$ cat config.mk
export PLATFORM = sky130hd
export DESIGN_NAME = fha_cell
export DESIGN_NICKNAME = d
export VERILOG_FILES = /design/src/hdl/fha_pkg.sv /design/src/hdl/fha_cell.sv
export SDC_FILE = /design/constraint.sdc
export NUM_CORES = 1
export LEC_CHECK = 0
export BUFFER_PORTS_ARGS = -buffer_cell sky130_fd_sc_hd__buf_4
export CORE_ASPECT_RATIO = 0.8
export CORE_MARGIN = 2
export CORE_UTILIZATION = 38
export CTS_CLUSTER_SIZE = 14
export DETAILED_ROUTE_END_ITERATION = 8
export PLACE_DENSITY = 0.75
export SKIP_CTS_REPAIR_TIMING = 1
export SLEW_MARGIN = 20
export SYNTH_ARGS = -nofsm -noshare
export SYNTH_HDL_FRONTEND = slang
export SYNTH_SLANG_ARGS = --single-unit
$ cat constraint.sdc
create_clock -name clk -period 2.77 [get_ports clk]
set_clock_uncertainty 0.2 [all_clocks]
set_input_delay 0.554 -clock clk [delete_from_list [all_inputs] [get_ports clk]]
set_output_delay 0.554 -clock clk [all_outputs]
set_load 0.02 [all_outputs]
$ cat src/hdl/fha_pkg.sv
// shared types and constants for the first-fit heap allocator
`timescale 1ns / 1ps
package fha_pkg;

  localparam int HEAP_BYTES_DEF   = 1024;
  localparam int HEADER_BYTES_DEF = 32;
  localparam int MAX_SEGMENTS_DEF = 32;
  localparam int IDX_W            = 10;

  localparam logic [1:0] ST_DONE  = 2'd0;
  localparam logic [1:0] ST_NOFIT = 2'd1;
  localparam logic [1:0] ST_BAD   = 2'd2;
  localparam logic [1:0] ST_NULL  = 2'd3;

  typedef enum logic [1:0] {
    OP_NOP,
    OP_WRITE,
    OP_INSERT,
    OP_DROP
  } cell_op_t;

  typedef struct packed {
    cell_op_t         op;
    logic [IDX_W-1:0] idx;
  } cell_cmd_t;

  typedef enum logic [1:0] {
    FS_IDLE,
    FS_SCAN,
    FS_MNEXT,
    FS_MPREV
  } fsm_t;

endpackage

$ cat src/hdl/fha_cell.sv
// one segment entry of the table, shifts with its neighbors
`timescale 1ns / 1ps
module fha_cell import fha_pkg::*; #(
  parameter int K  = 0,
  parameter int AW = 11,
  parameter int RESET_SIZE = 992
) (
  input  logic          clk,
  input  logic          rst,
  input  cell_cmd_t     cmd,
  input  logic [AW-1:0] wb,
  input  logic [AW-1:0] ws,
  input  logic          wf,
  input  logic [AW-1:0] nb,
  input  logic [AW-1:0] ns,
  input  logic [AW-1:0] lb,
  input  logic [AW-1:0] ls,
  input  logic          lf,
  input  logic [AW-1:0] rb,
  input  logic [AW-1:0] rs,
  input  logic          rf,
  output logic [AW-1:0] b,
  output logic [AW-1:0] s,
  output logic          f
);
  int ci;
  assign ci = int'(cmd.idx);

  always_ff @(posedge clk) begin
    if (rst) begin
      b <= '0;
      s <= (K == 0) ? AW'(RESET_SIZE) : '0;
      f <= (K == 0);
    end else begin
      unique case (cmd.op)
        OP_WRITE: begin
          if (K == ci) begin
            b <= wb; s <= ws; f <= wf;
          end
        end
        OP_INSERT: begin
          if (K == ci) begin
            b <= wb; s <= ws; f <= wf;
          end else if (K == ci + 1) begin
            b <= nb; s <= ns; f <= 1'b1;
          end else if (K > ci + 1) begin
            b <= lb; s <= ls; f <= lf;
          end
        end
        OP_DROP: begin
          if (K == ci - 1) begin
            b <= wb; s <= ws; f <= wf;
          end else if (K >= ci) begin
            b <= rb; s <= rs; f <= rf;
          end
        end
        default: ;
      endcase
    end
  end
endmodule

==> results of run 1 <==
## power groups by stage
stage / Clock, mW / Combinational [mW] / Sequential, mW
6_report: 0.217 / 0.236 / 0.331
5_1_grt: 0.234 / 0.255 / 0.331
4_1_cts: 0.224 / 0.233 / 0.331
3_5_place_dp: 0 / 0.232 / 0.339
3_3_place_gp: 0 / 0.228 / 0.339
2_1_floorplan: 0 / 0.0763 / 0.340
## area by class of cell
class	count	area [µm²]	share of cell area
timing repair buffer	148	1140	0.369
clock inverter	1	5.00	0.00162
tap	60	75.1	0.0244
inverter	20	75.1	0.0244
sequential	23	460	0.149
multi-input combinational	177	1290	0.418
clock buffer	3	41.3	0.0134
## stage by stage
stage	power [mW]	utilization	instance area (µm²)	instances	setup TNS [ns]
after floorplan	0.416	-	1860	239	0
after global placement	0.567	0.646	3000	428	-1.61
after detailed placement	0.571	0.646	3000	428	-3.39
after CTS	0.788	0.655	3050	432	0
after global routing	0.821	0.662	3080	432	0
final	0.784	0.662	3080	432	0
## metal layers
metal  vias up  share of wire
met2        99           0.50
met5         -              0
met3        10          0.090
li1       1175              -
met4         0          0.020
met1      1066           0.39
## registers in the layout (all words and copies together), names as in the netlist
signal  count
f           1
b          11
s          11
## cells in the mapped netlist (all sizes together)
cell	number	area [µm²]
or4	1	7.51
or3	2	12.5
nand3	3	15.0
a22oi	1	7.51
xor2	1	8.76
o21ba	1	10.0
nand2b	1	6.26
o22ai	1	6.26
a221o	5	50.1
nor2b	2	12.5
clkbuf	12	45.0
nor4	1	6.26
dfxtp	23	460
a31o	1	8.76
nand4	2	12.5
ha	3	37.5
nor3b	1	12.5
o41a	5	56.3
buf	7	41.3
a221oi	34	298
a21oi	3	18.8
o21ai	4	20.0
nor2	16	60.1
o31ai	1	7.51
nand2	48	180
inv	20	75.1
a211oi	2	15.0
o211a	1	10.0
and3	7	43.8
nor4bb	1	10.0
mux2	18	203
and4	2	17.5
a31oi	2	27.5
o21a	2	16.3
o211ai	2	15.0
a32oi	2	17.5
nand4b	1	8.76
## cells in the final DEF (no fill, tap or decap), types with 2 or more instances in the layout
master and n:
buf_12 2, ha_1 3, nand3_1 3, a21oi_1 2
dfxtp_1 23, o211ai_1 2, a211oi_1 2, a221o_1 5
nand4_1 2, a221oi_2 3, a32oi_1 2, inv_1 20
and4_1 2, clkbuf_8 3, buf_4 146, nor2_1 16
mux2_2 18, o41a_1 5, a221oi_1 31, nand2_1 48
and3_1 7, o21ai_0 3
## critical path: cells and delay by family
family	cells	cell delay, ns
AO/OA/AOI/OAI	3	0.68
AND/OR/NAND/NOR	2	0.76
adder cells (fa/ha/maj)	1	0.30
buffers and inverters	3	0.33
## logic make-up (layout without fill, tap and decap cells)
kind of cell    count (synthesis)  after routing  share of synthesized area
simple gates                   88             88                      0.218
compound gates                 67             67                      0.314
buf+inv                        39            172                     0.0867
flops                          23             23                      0.247
mux                            18             18                      0.109
fa+ha+maj                       3              3                     0.0202
xor+xnor                        1              1                    0.00471
## final timing paths
kind	end	depth (start not counted)
worst min-delay path	b[9]	2
worst min register to register	b[9]	2
worst max-delay path	s[6]	9
worst max register to register	b[4]	2
==> impl_metrics.tcl, run 1 <==
set metrics [dict create \
    fin_hold_ws_ns 0.273 \
    die_area_mm2 0.00548 \
    hp-start "b[9]" \
    power_frac_clock 0.277 \
    ys_ff_latch 23 \
    routed_wl_um 6400 \
    initial_utilization 0.400 \
    met2_usage 0.394 \
    grt_max_degree 30 \
    fillers 417 \
    clock-root-buffer "clkbuf_8" \
    end_kind "register" \
    swShare 0.269 \
    fmax_ghz 0.374 \
    use_met3 0.0650 \
    r2r_start "b[4]" \
    detail-route-antenna-nets 0 \
    crit_chain "buf_4 -> inv_1 -> ha_1 -> or4_1 -> or3_4 -> a21oi_4 -> a31oi_4 -> buf_12 -> o41a_1" \
    min_period_ns 2.67 \
    critPathLaunch "cmd[0]" \
    dp_slack_ns -0.209 \
    seq_power_share 0.423 \
    r2r_slack_ns 1.80 \
    initialDrtViolationCount 109 \
    synth_warnings 0 \
    layout.nets 481 \
    cts_tree "built" \
    antennaDiodeCount 0 \
    clkSlewWorstSetupHoldPaths_ns 0.09 \
    overflow 0 \
    synth_area_mm2 0.00186 \
    route.detailed.drc 0 \
    die-width_um 82.2 \
    slowest_stage "o41a_1" \
    vdd_drop_max_uv 171 \
    synthCells 239 \
    cts_buffer_depth 2 \
    grt_pass1_wl_um 9780 \
    clock-sinks 23 \
    seq_area_frac_synth 0.247 \
    leakage_nw 1.34 \
    gp_congestion 0.852 \
    syn_area_per_cell_um2 7.78 \
    critPathLaunchType "input pin" \
    first_pass_iters 4 \
    p_per_area_mw_per_mm2 254 \
    antenna_found_initial 0 \
    vias 2350 \
    synthDistinctLibCells 42 \
    cp.required_ns 2.73 \
    finalCritPeriodShare 0.964 \
    grt_use_total 0.231 \
    cts_buffers 3 \
    relSlewSlack 0.653 \
    setup_violations 0 \
    slew_viol_final 0 \
    num_rows 22 \
    net-switching-power_uw 211 \
    wire_per_inst_um 14.8 \
    tightestPinTransition_ns 0.519 \
    synth_nets 347 \
    worstPathArrival_ns 2.63 \
    grt_pass1_vias 2174 \
    grt_use_met1 0.276 \
    maxCapViolCount 0 \
    finalHoldViolations 0 \
    insertion_delay_ns 0.27 \
    path_max_fanout 25 \
    cts-htree-levels 1 \
    outcome "complete, no violations" \
    ios 128 \
    drive_above_1_share 0.489 \
    grt_busiest_layer "met2" \
    rsz0062_at_grt "false" \
    syn_to_final_growth_pct 65.6 \
    portBuffers 127 \
    intPower_uw 573 \
    max_stage_delay_ns 0.42 \
    viasPerCell 5.44 \
    die_h_um 66.6 \
    dp_hpwl_um 5080 \
    worstSetupPathType "in -> reg" \
    fin_ws_ns 0.0989 \
    hp-class "reg -> reg" \
    core_area_mm2 0.00465 \
    p_comb_frac 0.301 \
]
(Power assumes the default switching activity.)
==> inputs of run 2 (changes only) <==
Settings changed: ABC_AREA set to 1, CORE_UTILIZATION 38 to 44, PLACE_DENSITY 0.75 to 0.77.
==> impl_metrics.tcl, run 2 <==
set metrics [dict create \
    hp-class "reg -> reg" \
    fmax_ghz 0.413 \
    syn_to_final_growth_pct 38.8 \
    cts_tree "built" \
    grt_use_total 0.254 \
    clkSlewWorstSetupHoldPaths_ns 0.10 \
    antenna_found_initial 0 \
    core_area_mm2 0.00631 \
    setup_tns_ns 0 \
    vdd_drop_max_uv 221 \
    detail-route-antenna-nets 0 \
    route.detailed.drc 0 \
    net-switching-power_uw 407 \
    layout_commonest_cell "nand2_1" \
    hp-start "s[8]" \
    relSlewSlack 0.478 \
    hold_depth 2 \
    clock-root-buffer "clkbuf_8" \
    synthArstFlopShare 0 \
    ios 128 \
    grt_max_degree 41 \
    intPower_uw 693 \
    cts_buffer_depth 2 \
    r2r_slack_ns 1.86 \
    rr_worst_depth 4 \
    synth_edf_count 0 \
    met2_usage 0.428 \
    crit_top_cell "nand2_1" \
    overflow 0 \
    grt_pass1_wl_um 14500 \
    synthDistinctLibCells 31 \
    num_rows 26 \
    mostFrequentLayoutCells "191 x nand2_1, 132 x buf_4, 87 x nor2_1" \
    finalHoldViolations 0 \
    routed_wl_um 9410 \
    r2r_end "b[4]" \
    cts_buffers 3 \
    wire_per_inst_um 12.4 \
    die_area_mm2 0.00708 \
    drive_above_1_share 0.237 \
    layout.nets 785 \
    tightestPinTransition_ns 0.783 \
    ys_ff_latch 23 \
    multi_input_area_mm2 0.00191 \
    seqCellArea_um2 460 \
    grt_pass1_vias 3211 \
    rsz0062_at_grt "false" \
    cp.required_ns 2.74 \
    maxCapViolCount 0 \
    clock-sinks 23 \
    seq_area_frac_synth 0.163 \
    min_period_ns 2.42 \
    netlist.area_leader.share 0.254 \
    fin_hold_ws_ns 0.297 \
    initial_utilization 0.447 \
    crit_chain "buf_4 -> ha_1 -> nand2_1 -> o21ai_0 -> nand2_1 -> nand2_1 -> nor2_4 -> nand2_4 -> nand4_2 -> nand3_4 -> buf_12 -> nand2_1 -> nand2_1 -> nor2_1" \
    portBuffers 127 \
    p_per_area_mw_per_mm2 281 \
    synth_warnings 0 \
    die-width_um 93.6 \
    use_met3 0.0485 \
    end_kind "register" \
    dp_hpwl_um 7090 \
    synth_nets 670 \
    synthTopCellsByCount "191 x nand2_1, 87 x nor2_1, 84 x inv_1" \
    yosys_most_used_dff "dfxtp_1" \
    syn_area_per_cell_um2 5.02 \
    swShare 0.370 \
    slew_viol_final 0 \
    synthCells 562 \
    critPathLaunchType "input pin" \
    slowest_stage "o21ai_0" \
    crit_family "simple AND/OR/NAND/NOR gates" \
    grt_use_met1 0.344 \
    seq_power_share 0.348 \
    first_pass_iters 5 \
    vias 3779 \
    power_frac_clock 0.203 \
    antennaDiodeCount 0 \
    r2r_start "b[4]" \
    synth_most_common_cell "nand2_1" \
    path_max_fanout 40 \
    leakage_nw 2.31 \
    worstPathArrival_ns 2.39 \
    reg_top3 "b: 11 flops, s: 11 flops, f: 1 flops" \
    cp_num_buf_inv 2 \
    setup_violations 0 \
    synth_area_mm2 0.00282 \
    synth.largest_area_cell "nand2_1" \
    hold_end "s[8]" \
    grt_busiest_layer "met2" \
    cts-htree-levels 1 \
    viasPerCell 4.97 \
    fillers 668 \
    insertion_delay_ns 0.27 \
    outcome "complete, no violations" \
    p_comb_frac 0.449 \
    initialDrtViolationCount 329 \
    finalCritPeriodShare 0.875 \
    worstSetupPathType "in -> reg" \
    synth_area_leaders "nand2_1 25%, dfxtp_1 16%, nor2_1 12%" \
    die_h_um 75.6 \
    max_stage_delay_ns 0.29 \
    gp_congestion 0.999 \
]
[run 2: cell types whose count changed after synthesis, moves of 5 or more]
cell	change
a221o_1	-5
a21oi_1	+28
a221oi_1	-34
mux2_2	-18
o21ai_0	+16
nor2_1	+71
and3_1	-7
nand3_1	+56
o22ai_1	+8
inv_1	+64
nand2_1	+143
o41a_1	-5
[run 2: worst min-delay path: cells and delay by family (launching register included)]
family | cells | cell delay (ns)
flops | 1 | 0.33
simple gates | 2 | 0.13
[run 2: metal layers]
metal,vias to the layer above,part of all wire
li1,1954,-
met1,1616,0.44
met2,190,0.44
met3,19,0.097
met4,0,0.016
met5,-,0
[run 2: how the worst max path moves through the flow]
stage,slack (ns),from,endpoint,depth (start not counted)
final,0.35,cmd[1],b[4],14
after CTS,0.38,cmd[0],b[2],17
after global routing,0.12,cmd[0],s[2],16
after floorplan,0.45,cmd[0],b[10],16
after global placement,0.13,cmd[0],b[2],17
after detailed placement,0.09,cmd[0],b[2],17
[run 2: stage by stage]
stage                util  instance area (µm²)  setup WS, ns  std cells  power, mW
CTS                 0.621                 3920         0.376        760       1.10
global placement    0.614                 3870         0.133        756      0.872
finish              0.621                 3920         0.346        760       1.10
floorplan               -                 2820         0.451        562      0.649
detailed placement  0.614                 3870        0.0887        756      0.879
global route        0.621                 3920         0.121        760       1.17
[run 2: layout make-up]
type	count	area share
Sequential cell	23	0.117
Inverter	88	0.0843
Multi-Input combinational cell	425	0.486
Clock inverter	1	0.00128
Tap cell	84	0.0268
Clock buffer	3	0.0105
Timing Repair Buffer	136	0.273
[run 2: cells by family after synthesis]
group	Yosys count	share of synthesized area
AO/OA/AOI/OAI	65	0.125
adder cells (fa/ha/maj)	3	0.0133
buffers and inverters	114	0.164
XOR/XNOR	1	0.00310
flip-flops	23	0.163
AND/OR/NAND/NOR	356	0.532
[run 2: power groups by stage]
stage                     Sequential, mW  Combinational [mW]  Clock (mW)
after CTS                          0.383               0.492       0.225
final                              0.383               0.494       0.223
after detailed placement           0.390               0.489           0
after global routing               0.386               0.549       0.240
after floorplan                    0.424               0.225           0
after global placement             0.390               0.482           0
==> inputs of run 3 (changes only) <==
Settings changed: CORE_UTILIZATION 44 to 45, CTS_BUF_LIST set to sky130_fd_sc_hd__clkbuf_4, PLACE_DENSITY 0.77 to 0.78.
==> impl_metrics.tcl, run 3 (synthesized netlist as in run 2, its figures left out) <==
set metrics [dict create \
    hp-class "reg -> reg" \
    cp.required_ns 2.77 \
    dp_hpwl_um 7460 \
    fin_hold_ws_ns 0.302 \
    core_area_mm2 0.00597 \
    slew_viol_final 0 \
    grt_max_degree 37 \
    initial_utilization 0.472 \
    min_period_ns 2.39 \
    cts_buffers 3 \
    mostFrequentLayoutCells "191 x nand2_1, 135 x buf_4, 87 x nor2_1" \
    setup_violations 0 \
    tightestPinTransition_ns 0.796 \
    clkSlewWorstSetupHoldPaths_ns 0.14 \
    worstPathArrival_ns 2.38 \
    insertion_delay_ns 0.32 \
    antennaDiodeCount 0 \
    portBuffers 127 \
    cts-htree-levels 1 \
    wire_per_inst_um 12.7 \
    viasPerCell 5.04 \
    cts_buffer_depth 2 \
    setup_tns_ns 0 \
    die_area_mm2 0.00693 \
    seq_power_share 0.361 \
    route.detailed.drc 0 \
    syn_to_final_growth_pct 37.5 \
    gp_congestion 1.01 \
    r2r_start "b[5]" \
    grt_pass1_vias 3276 \
    detail-route-antenna-nets 0 \
    rr_worst_depth 4 \
    die-width_um 92.6 \
    ios 128 \
    first_pass_iters 5 \
    r2r_end "b[5]" \
    fin_util 0.650 \
    fin_cells 758 \
    cts_tree "built" \
    path_max_fanout 10 \
    initialDrtViolationCount 243 \
    num_rows 25 \
    critPathLaunchType "input pin" \
    dpl_cell_area_mm2 0.00385 \
    worstSetupPathType "in -> reg" \
    clock-sinks 23 \
    end_kind "register" \
    reg_top3 "b: 11 flops, s: 11 flops, f: 1 flops" \
    p_per_area_mw_per_mm2 273 \
    net-switching-power_uw 402 \
    routed_wl_um 9650 \
    hp-start "s[9]" \
    grt_use_met1 0.380 \
    postLayoutCellArea_mm2 0.00388 \
    finalHoldViolations 0 \
    met2_usage 0.428 \
    vdd_drop_max_uv 147 \
    p_comb_frac 0.469 \
    drive_above_1_share 0.238 \
    grt_busiest_layer "met2" \
    grt_use_total 0.268 \
    power_frac_clock 0.170 \
    r2r_slack_ns 1.85 \
    rsz0062_at_grt "false" \
    hold_end "s[9]" \
    finalCritPeriodShare 0.861 \
    layout_commonest_cell "nand2_1" \
    fmax_ghz 0.419 \
    intPower_uw 658 \
    layout.nets 786 \
    dp.cells 754 \
    leakage_nw 2.29 \
    swShare 0.379 \
    relSlewSlack 0.469 \
    overflow 0 \
    maxCapViolCount 0 \
    hold_depth 2 \
    use_met3 0.0611 \
    die_h_um 74.8 \
    clock-root-buffer "clkbuf_4" \
    outcome "complete, no violations" \
    antenna_found_initial 0 \
    grt_pass1_wl_um 15000 \
    vias 3822 \
]
run 3: cell count changes in the layout (fill, tap and decap cells not counted), sizes merged:
cell	before	now
buf	136	137
clkbuf	3	4
clkinv	1	0
run 3: cell type report:
type	count	area (µm²)
repair buffers	137	1050
fillers	582	2090
multi-input cells	425	1910
flip-flops and latches	23	460
well taps	81	101
inverters	88	330
clock buffers	4	30.0
run 3: power groups by stage:
stage	Sequential, mW	Combinational, mW	Clock (mW)
after global placement	0.390	0.486	0
after detailed placement	0.390	0.492	0
after floorplan	0.424	0.225	0
after CTS	0.383	0.494	0.182
after global routing	0.386	0.551	0.195
final	0.383	0.497	0.181
run 3: stage by stage:
step | setup WS [ns] | power (mW)
global placement | 0.0840 | 0.876
CTS | 0.413 | 1.06
detailed placement | 0.0653 | 0.882
floorplan | 0.451 | 0.649
finish | 0.385 | 1.06
global route | 0.142 | 1.13
run 3: worst max path at each step:
| stage | from | cells past startpoint | endpoint | slack [ns] |
|---|---|---|---|---|
| 2_1_floorplan | cmd[0] | 16 | b[10] | 0.45 |
| 6_report | cmd[0] | 17 | s[9] | 0.38 |
| 3_3_place_gp | cmd[1] | 14 | s[5] | 0.08 |
| 4_1_cts | cmd[1] | 16 | b[6] | 0.41 |
| 3_5_place_dp | cmd[0] | 17 | s[9] | 0.07 |
| 5_1_grt | cmd[1] | 16 | b[2] | 0.14 |
run 3: critical path, stage by stage:
cell     delay [ns]
buf_4          0.13
ha_1           0.24
nand2_1        0.17
nor2_1         0.09
nand2_1        0.09
nand2_1        0.06
nor2_1         0.16
inv_1          0.09
nor2_4         0.14
nand2_4        0.07
buf_4          0.18
nand2_1        0.07
nand3_1        0.07
nand2_1        0.09
nand2_1        0.06
nand3_1        0.07
nand3_1        0.06
run 3: routing by layer:
layer  wire [µm]  vias up  part of all wire
li1            -     1964                 -
met1        4380     1651              0.45
met2        4190      197              0.43
met3         973       10              0.10
met4         101        0             0.010
met5           0        -                 0
